[src/epoch_seconds_to_calendar_macros.svh]
// Assertion shorthands for the epoch-to-calendar block.
// Each one samples on clk and is off while arst_n is low.
`ifndef EPOCH_SECONDS_TO_CALENDAR_MACROS_SVH
`define EPOCH_SECONDS_TO_CALENDAR_MACROS_SVH

// Same-cycle implication.
`define ESC_ASSERT_IMP(lbl, ante, cons) \
	lbl: assert property (@(posedge clk) disable iff (!arst_n) (ante) |-> (cons)) \
		else $error("assertion failed");

// Next-cycle implication.
`define ESC_ASSERT_NXT(lbl, ante, cons) \
	lbl: assert property (@(posedge clk) disable iff (!arst_n) (ante) |=> (cons)) \
		else $error("assertion failed");

`endif

[src/esc_pkg.sv]
package esc_pkg;

	// Per-stage load enables of the six-stage pipeline.
	typedef struct packed {
		logic s1;
		logic s2;
		logic s3;
		logic s4;
		logic s5;
		logic s6;
	} esc_load_t;

	// seconds / 86400 == (seconds >> 7) / 675, done as a multiply by 2^34/675.
	localparam int             DAY_SHIFT  = 7;
	localparam logic [24:0]    DAY_RECIP  = 25'd25451659;
	localparam int             DAY_QSHIFT = 34;
	localparam logic [9:0]     DAY_ODD    = 10'd675;

	// Day count rebased to 1968-01-01, first day of a leap year.
	localparam logic [14:0]    DAY_REBASE = 15'd731;
	localparam logic [10:0]    YEAR_BASE  = 11'd1968;
	localparam logic [10:0]    QUAD_DAYS  = 11'd1461;
	localparam logic [15:0]    QUAD_RECIP = 16'd45934;
	localparam int             QUAD_SHIFT = 26;

	// Days at which years two, three and four of a four-year cycle start.
	localparam logic [10:0]    Y1_START   = 11'd366;
	localparam logic [10:0]    Y2_START   = 11'd731;
	localparam logic [10:0]    Y3_START   = 11'd1096;

	// 1970-01-01 was a Thursday.
	localparam logic [14:0]    EPOCH_WDAY = 15'd4;
	localparam logic [3:0]     WEEK_DAYS  = 4'd7;

	// tod / 3600 == (tod >> 4) / 225; rem / 60 == (rem >> 2) / 15.
	localparam logic [13:0]    HOUR_RECIP = 14'd9321;
	localparam int             HOUR_SHIFT = 21;
	localparam logic [16:0]    SECS_HOUR  = 17'd3600;
	localparam logic [10:0]    MIN_RECIP  = 11'd1093;
	localparam int             MIN_SHIFT  = 14;
	localparam logic [11:0]    SECS_MIN   = 12'd60;

	localparam logic [3:0]     LAST_MONTH = 4'd11;

	// First day-of-year (0-based) of a month.
	function automatic logic [8:0] month_first(input logic [3:0] mon, input logic leap);
		logic [8:0] base;
		unique case (mon)
			4'd0:    base = 9'd0;
			4'd1:    base = 9'd31;
			4'd2:    base = 9'd59;
			4'd3:    base = 9'd90;
			4'd4:    base = 9'd120;
			4'd5:    base = 9'd151;
			4'd6:    base = 9'd181;
			4'd7:    base = 9'd212;
			4'd8:    base = 9'd243;
			4'd9:    base = 9'd273;
			4'd10:   base = 9'd304;
			4'd11:   base = 9'd334;
			default: base = 9'd0;
		endcase
		return base + {8'd0, (leap && (mon >= 4'd2))};
	endfunction

endpackage

[src/esc_split.sv]
module esc_split (
	input  logic                clk,
	input  esc_pkg::esc_load_t  load,
	input  logic [30:0]         epoch_seconds,
	output logic [14:0]         days_s2,
	output logic [16:0]         tod_s2
);
	import esc_pkg::*;

	logic [23:0] blk;
	logic [48:0] prod;
	logic [48:0] prod_s1;
	logic [23:0] blk_s1;
	logic [6:0]  lo_s1;
	logic [14:0] days;
	logic [23:0] blk_rem;

	assign blk  = epoch_seconds[30:DAY_SHIFT];
	assign prod = {25'd0, blk} * {24'd0, DAY_RECIP};

	always_ff @(posedge clk) begin
		if (load.s1) begin
			prod_s1 <= prod;
			blk_s1  <= blk;
			lo_s1   <= epoch_seconds[DAY_SHIFT-1:0];
		end
	end

	// Exact quotient for any 24-bit dividend; recover the remainder by back-multiply.
	assign days    = prod_s1[DAY_QSHIFT +: 15];
	assign blk_rem = blk_s1 - 24'({9'd0, days} * {14'd0, DAY_ODD});

	always_ff @(posedge clk) begin
		if (load.s2) begin
			days_s2 <= days;
			tod_s2  <= {blk_rem[9:0], lo_s1};
		end
	end

endmodule

[src/esc_date.sv]
module esc_date (
	input  logic                clk,
	input  esc_pkg::esc_load_t  load,
	input  logic [14:0]         days_s2,
	output logic [10:0]         year_s6,
	output logic [3:0]          month_s6,
	output logic [4:0]          mday_s6,
	output logic [2:0]          wday_s6
);
	import esc_pkg::*;

	logic [14:0] rday;
	logic [30:0] qprod;
	logic [14:0] wsum_in;
	logic [5:0]  wsum;
	logic [3:0]  wfold;
	logic [2:0]  wday;
	logic [30:0] qprod_s3;
	logic [14:0] rday_s3;
	logic [2:0]  wday_s3;
	logic [4:0]  quad;
	logic [14:0] rquad;
	logic [4:0]  quad_s4;
	logic [10:0] rquad_s4;
	logic [2:0]  wday_s4;
	logic [1:0]  yic;
	logic [10:0] ystart;
	logic [10:0] doy_w;
	logic [10:0] year_s5;
	logic [8:0]  doy_s5;
	logic        leap_s5;
	logic [2:0]  wday_s5;
	logic [3:0]  mon;
	logic [8:0]  mday_w;

	// Stage 3: rebase, start the divide by 1461, fold the weekday mod 7.
	assign rday    = days_s2 + DAY_REBASE;
	assign qprod   = {16'd0, rday} * {15'd0, QUAD_RECIP};
	assign wsum_in = days_s2 + EPOCH_WDAY;
	assign wsum    = 6'(wsum_in[2:0]) + 6'(wsum_in[5:3]) + 6'(wsum_in[8:6])
	               + 6'(wsum_in[11:9]) + 6'(wsum_in[14:12]);
	assign wfold   = 4'(wsum[2:0]) + 4'(wsum[5:3]);
	assign wday    = (wfold >= WEEK_DAYS) ? 3'(wfold - WEEK_DAYS) : wfold[2:0];

	always_ff @(posedge clk) begin
		if (load.s3) begin
			qprod_s3 <= qprod;
			rday_s3  <= rday;
			wday_s3  <= wday;
		end
	end

	// Stage 4: four-year cycle number and day within the cycle.
	assign quad  = qprod_s3[QUAD_SHIFT +: 5];
	assign rquad = rday_s3 - 15'({10'd0, quad} * {4'd0, QUAD_DAYS});

	always_ff @(posedge clk) begin
		if (load.s4) begin
			quad_s4  <= quad;
			rquad_s4 <= rquad[10:0];
			wday_s4  <= wday_s3;
		end
	end

	// Stage 5: year within the cycle; the first one is the leap year.
	always_comb begin
		priority if (rquad_s4 < Y1_START) begin
			yic    = 2'd0;
			ystart = 11'd0;
		end else if (rquad_s4 < Y2_START) begin
			yic    = 2'd1;
			ystart = Y1_START;
		end else if (rquad_s4 < Y3_START) begin
			yic    = 2'd2;
			ystart = Y2_START;
		end else begin
			yic    = 2'd3;
			ystart = Y3_START;
		end
	end

	assign doy_w = rquad_s4 - ystart;

	always_ff @(posedge clk) begin
		if (load.s5) begin
			year_s5 <= YEAR_BASE + 11'({quad_s4, yic});
			doy_s5  <= doy_w[8:0];
			leap_s5 <= (yic == 2'd0);
			wday_s5 <= wday_s4;
		end
	end

	// Stage 6: month by compare against each month start, then day of month.
	always_comb begin
		mon = '0;
		for (int m = 1; m <= 11; m++) begin
			if (doy_s5 >= month_first(4'(m), leap_s5))
				mon = 4'(m);
		end
		mday_w = doy_s5 - month_first(mon, leap_s5) + 9'd1;
	end

	always_ff @(posedge clk) begin
		if (load.s6) begin
			year_s6  <= year_s5;
			month_s6 <= mon;
			mday_s6  <= mday_w[4:0];
			wday_s6  <= wday_s5;
		end
	end

endmodule

[src/esc_clock.sv]
module esc_clock (
	input  logic                clk,
	input  esc_pkg::esc_load_t  load,
	input  logic [16:0]         tod_s2,
	output logic [4:0]          hour_s6,
	output logic [5:0]          min_s6,
	output logic [5:0]          sec_s6
);
	import esc_pkg::*;

	logic [26:0] hprod;
	logic [26:0] hprod_s3;
	logic [16:0] tod_s3;
	logic [4:0]  hour;
	logic [16:0] hrem;
	logic [4:0]  hour_s4;
	logic [11:0] rem_s4;
	logic [20:0] mprod;
	logic [20:0] mprod_s5;
	logic [11:0] rem_s5;
	logic [4:0]  hour_s5;
	logic [5:0]  mins;
	logic [11:0] srem;

	// Stage 3: start tod / 3600.
	assign hprod = {14'd0, tod_s2[16:4]} * {13'd0, HOUR_RECIP};

	always_ff @(posedge clk) begin
		if (load.s3) begin
			hprod_s3 <= hprod;
			tod_s3   <= tod_s2;
		end
	end

	// Stage 4: hour and seconds within the hour.
	assign hour = hprod_s3[HOUR_SHIFT +: 5];
	assign hrem = tod_s3 - 17'({12'd0, hour} * SECS_HOUR);

	always_ff @(posedge clk) begin
		if (load.s4) begin
			hour_s4 <= hour;
			rem_s4  <= hrem[11:0];
		end
	end

	// Stage 5: start rem / 60.
	assign mprod = {11'd0, rem_s4[11:2]} * {10'd0, MIN_RECIP};

	always_ff @(posedge clk) begin
		if (load.s5) begin
			mprod_s5 <= mprod;
			rem_s5   <= rem_s4;
			hour_s5  <= hour_s4;
		end
	end

	// Stage 6: minute and second.
	assign mins = mprod_s5[MIN_SHIFT +: 6];
	assign srem = rem_s5 - 12'({6'd0, mins} * SECS_MIN);

	always_ff @(posedge clk) begin
		if (load.s6) begin
			hour_s6 <= hour_s5;
			min_s6  <= mins;
			sec_s6  <= srem[5:0];
		end
	end

endmodule

[src/epoch_seconds_to_calendar.sv]
// Converts a 31-bit count of seconds since 1970-01-01 00:00:00 UTC into the
// Gregorian year, month (0 = January), day of month (from 1), weekday
// (0 = Sunday) and hour, minute and second. It accepts one word every clock
// while epoch_stall is low. The result word leaves the output on an edge at
// which the output side does not stall. Six register stages lie between
// input and output: the day split and its remainder; then, for the date,
// the divide by four-year cycles, its remainder, the year pick and the month
// search; and, for the time, the hour and minute divides by reciprocal
// multiply, each with its remainder. Stalls back up stage by stage, so empty
// stages keep filling while the output waits, and nothing is dropped or
// repeated. Every input value is a valid time: no word is ever rejected.
`include "epoch_seconds_to_calendar_macros.svh"

module epoch_seconds_to_calendar (
	input  logic        clk,
	input  logic        arst_n,
	input  logic        epoch_valid,
	output logic        epoch_stall,
	input  logic [30:0] epoch_seconds,
	output logic        cal_valid,
	input  logic        cal_stall,
	output logic [10:0] year_number,
	output logic [3:0]  month_index,
	output logic [4:0]  day_of_month,
	output logic [2:0]  weekday,
	output logic [4:0]  hour_of_day,
	output logic [5:0]  minute_of_hour,
	output logic [5:0]  second_of_minute
);
	import esc_pkg::*;

	// Valid bit of each pipeline stage, index 1 is the first stage.
	logic [6:1]  stage_vld_q;
	esc_load_t   load;
	logic [14:0] days_s2;
	logic [16:0] tod_s2;

	// A stage loads when it is empty or its word moves on in the same cycle.
	always_comb begin
		load.s6 = !stage_vld_q[6] || !cal_stall;
		load.s5 = !stage_vld_q[5] || load.s6;
		load.s4 = !stage_vld_q[4] || load.s5;
		load.s3 = !stage_vld_q[3] || load.s4;
		load.s2 = !stage_vld_q[2] || load.s3;
		load.s1 = !stage_vld_q[1] || load.s2;
	end

	// Hold the input off only when the first stage holds a word that cannot move.
	assign epoch_stall = !load.s1;

	// Advance the valid bits along with the data.
	always_ff @(posedge clk or negedge arst_n) begin
		if (!arst_n) begin
			stage_vld_q <= '0;
		end else begin
			if (load.s1)
				stage_vld_q[1] <= epoch_valid;
			if (load.s2)
				stage_vld_q[2] <= stage_vld_q[1];
			if (load.s3)
				stage_vld_q[3] <= stage_vld_q[2];
			if (load.s4)
				stage_vld_q[4] <= stage_vld_q[3];
			if (load.s5)
				stage_vld_q[5] <= stage_vld_q[4];
			if (load.s6)
				stage_vld_q[6] <= stage_vld_q[5];
		end
	end

	// Stages 1-2: split seconds into whole days and time of day.
	esc_split u_split (
		.clk           (clk),
		.load          (load),
		.epoch_seconds (epoch_seconds),
		.days_s2       (days_s2),
		.tod_s2        (tod_s2)
	);

	// Stages 3-6: days to year, month, day and weekday.
	esc_date u_date (
		.clk      (clk),
		.load     (load),
		.days_s2  (days_s2),
		.year_s6  (year_number),
		.month_s6 (month_index),
		.mday_s6  (day_of_month),
		.wday_s6  (weekday)
	);

	// Stages 3-6: time of day to hour, minute and second.
	esc_clock u_clock (
		.clk     (clk),
		.load    (load),
		.tod_s2  (tod_s2),
		.hour_s6 (hour_of_day),
		.min_s6  (minute_of_hour),
		.sec_s6  (second_of_minute)
	);

	// The last stage doubles as the output register.
	assign cal_valid = stage_vld_q[6];

	`ESC_ASSERT_IMP(a_date_range, cal_valid, (month_index <= LAST_MONTH) && (day_of_month != 5'd0))
	`ESC_ASSERT_IMP(a_wday_range, cal_valid, weekday < 3'd7)
	`ESC_ASSERT_IMP(a_hour_range, cal_valid, hour_of_day < 5'd24)
	`ESC_ASSERT_IMP(a_ms_range, cal_valid, (minute_of_hour < 6'd60) && (second_of_minute < 6'd60))
	`ESC_ASSERT_IMP(a_out_from_s5, $rose(stage_vld_q[6]), $past(stage_vld_q[5]))
	`ESC_ASSERT_NXT(a_mid_hold, stage_vld_q[3] && !load.s3, stage_vld_q[3])

endmodule
[config.mk]
export PLATFORM = sky130hd
export DESIGN_NAME = epoch_seconds_to_calendar
export DESIGN_NICKNAME = d
export VERILOG_FILES = /design/src/esc_pkg.sv /design/src/esc_split.sv /design/src/esc_date.sv /design/src/esc_clock.sv /design/src/epoch_seconds_to_calendar.sv
export VERILOG_INCLUDE_DIRS = /design/src /design/src/src
export SDC_FILE = /design/constraint.sdc
export NUM_CORES = 1
export LEC_CHECK = 0
export BUFFER_PORTS_ARGS = -buffer_cell sky130_fd_sc_hd__clkbuf_2
export CORE_MARGIN = 2
export CORE_UTILIZATION = 39
export DETAILED_ROUTE_END_ITERATION = 8
export PLACE_DENSITY = 0.56
export SYNTH_ARGS = -nofsm -noshare
export SYNTH_HDL_FRONTEND = slang
export SYNTH_SLANG_ARGS = --single-unit
[constraint.sdc]
create_clock -name clk -period 10.4 [get_ports clk]
set_clock_uncertainty 0.05 [all_clocks]
set_input_delay 2.08 -clock clk [delete_from_list [all_inputs] [get_ports clk]]
set_output_delay 2.08 -clock clk [all_outputs]
set_load 0.01 [all_outputs]
==> results.json <==
{
  "status": "finished clean",
  "whs_ps": 362,
  "yosys_most_used_dff": "edfxtp_1",
  "core-area_um2": 70300,
  "cts_tree": "yes",
  "reg2reg_slack_ps": 2530,
  "clock-root-buffer": "clkbuf_16",
  "yosys-top-cells-area": "ha_1, fa_1, edfxtp_1",
  "tightest_slew_ps": 1230,
  "htree_levels": 1,
  "antenna_found_initial": 1,
  "path_buf_inv": 9,
  "hpwl_um": 50600,
  "grt_usage": 0.165,
  "ys_seq_area_frac": 0.236,
  "nFillCells": 6696,
  "io_buffers": 76,
  "rows": 97,
  "setup_viol": 0,
  "cp_max_fo": 9,
  "fmax_mhz": 126,
  "grt_max_degree": 41,
  "cts_setup_buffers": 0,
  "final_common_cell": "inv_1",
  "yosys_register_bits": 219,
  "nets": 3634,
  "drtIter0Drc": 546,
  "end_kind": "flip-flop",
  "vias": 17049,
  "synth_top_area_frac": 0.282,
  "slew_headroom": 0.178,
  "dpl_cell_area_um2": 29400,
  "die_area_um2": 73400,
  "place.gp.congestion": 0.909,
  "avgViaCountPerCell": 4.74,
  "final_cell_mix": "inv_1, ha_1, fa_1, edfxtp_1, xnor2_1",
  "grt_pass1_wl_um": 96900,
  "arrival_ps": 8170,
  "die-height_um": 271,
  "crit_path_top_delay_cell": "fa_1",
  "syn_area_per_cell_um2": 10.9,
  "finalWirelength_um": 58200,
  "first_global_vias": 18682,
  "fin_crit_ps": 7950,
  "start_kind": "primary input",
  "initial_utilization": 0.395,
  "cts_num_sinks": 219,
  "die_w_um": 271,
  "wl_per_cell_um": 16.2,
  "io_pins": 77,
  "cts-buffers-inserted": 24,
  "cpMostUsedCell": "inv_1",
  "area_growth_pct": 8.64,
  "syn_nets": 3535,
  "fin_crit_sh": 0.764,
  "drc_errors": 0,
  "grt.overflow.total": 0,
  "fin_tns_setup_ps": 0,
  "path_delay_family": "adder cells",
  "synth_cell_types": 58,
  "clkLatencyLatePin_ps": 530,
  "cts_resized": 0,
  "hold_violations": 0,
  "yosys_warnings": 0,
  "synthesis.area_um2": 27800,
  "cap_violations": 0,
  "slew_viol_final": 0,
  "synth-edff-count": 213,
  "rsz0062_at_grt": "false",
  "cp.required_ps": 10620,
  "async_flop_share": 0.0274,
  "critical_path_class": "primary input to flip-flop",
  "yosysTopAreaCell": "ha_1",
  "critPathMaxStageDelay_ps": 570,
  "hold_path_class": "flip-flop to flip-flop",
  "path_clk_slew_ps": 60,
  "cts.path.max_buffers": 3,
  "regArea_um2": 6550,
  "first_pass_iters": 5,
  "hold_buffers": 0,
  "syn-instance-count": 2538,
  "fin_area_um2": 30200,
  "multi_input_area_um2": 18500,
  "antenna_left": 0,
  "diodes": 0,
  "drive_gt1_frac": 0.0516
}
==> per-stage QoR <==
step,worst slack (ps),util,cells
2_1_floorplan,2710,-,2538
3_3_place_gp,1920,0.418,3551
3_5_place_dp,1860,0.418,3551
4_1_cts,2410,0.430,3594
5_1_grt,2070,0.430,3594
6_report,2450,0.430,3594
==> sequential cells by signal (all words and copies together), names as in the netlist, 7 cells and up <==
register,cells
u_split.prod_s1,15
u_clock.tod_s3,12
u_split.tod_s2,17
u_date.doy_s5,9
u_date.rquad_s4,11
u_split.lo_s1,7
u_clock.rem_s4,12
u_date.rday_s3,11
u_split.blk_s1,10
u_split.days_s2,15
u_date.year_s5,9
u_date.year_s6,9
==> area by class of cell <==
cell class / instances / share of cell area
Clock buffer: 31 / 0.0218
Inverter: 716 / 0.0890
Clock inverter: 12 / 0.00522
Tap cell: 940 / 0.0390
Multi-Input combinational cell: 1587 / 0.612
Sequential cell: 219 / 0.217
Timing Repair Buffer: 89 / 0.0158
==> cell families after synthesis <==
group / after synthesis / synth area share
AOI/OAI and AO/OA: 242 / 0.0550
xor gates and xnor gates: 132 / 0.0416
adders and majority gates: 962 / 0.524
buffers and inverters: 732 / 0.0993
DFF: 219 / 0.236
muxes: 4 / 0.00153
and+or+nand+nor: 247 / 0.0433
==> path summary, 6_finish.rpt <==
kind | from | to | cells past startpoint
max | epoch_seconds[14] | u_split.prod_s1[48]$_DFFE_PN_ | 25
min | u_date.year_s5[3]$_DFFE_PP_ | u_date.year_s6[3]$_DFFE_PP_ | 0
max reg2reg | u_split.days_s2[0]$_DFFE_PP_ | u_date.qprod_s3[30]$_DFFE_PP_ | 28
min reg2reg | u_date.year_s5[3]$_DFFE_PP_ | u_date.year_s6[3]$_DFFE_PP_ | 0
max in group asynchronous | arst_n | stage_vld_q[1]$_DFFE_PN0N_ | 1
min in group asynchronous | arst_n | stage_vld_q[4]$_DFFE_PN0P_ | 1
==> cell usage after synthesis, types with 6 or more instances <==
master / count
inv_1: 716
ha_1: 627
fa_1: 335
edfxtp_1: 213
xnor2_1: 87
a21oi_1: 80
nand2_1: 66
nor2_1: 62
xor2_1: 45
a21o_1: 37
o21ai_0: 30
nand3_1: 20
nand2b_1: 17
nor2b_1: 16
o21ai_1: 16
nand4_1: 15
o21bai_1: 13
clkbuf_1: 12
nor3_1: 12
and2_1: 10
and3_1: 10
a211oi_1: 8
a31oi_1: 7
o21a_1: 7
dfrtp_1: 6
o211ai_1: 6
o31ai_1: 6
==> routing by layer <==
| layer | vias up | part of all wire | GRT usage | routed length (µm) |
|---|---|---|---|---|
| li1 | 8364 | - | - | - |
| met1 | 8343 | 0.44 | 0.210 | 25900 |
| met2 | 260 | 0.50 | 0.296 | 28800 |
| met3 | 80 | 0.033 | 0.0193 | 1910 |
| met4 | 2 | 0.027 | 0.0411 | 1560 |
| met5 | - | 0.00022 | 0 | 13 |
Power is not shown: default switching activity piles up to over one toggle a cycle in this logic, so the estimate is an artifact.
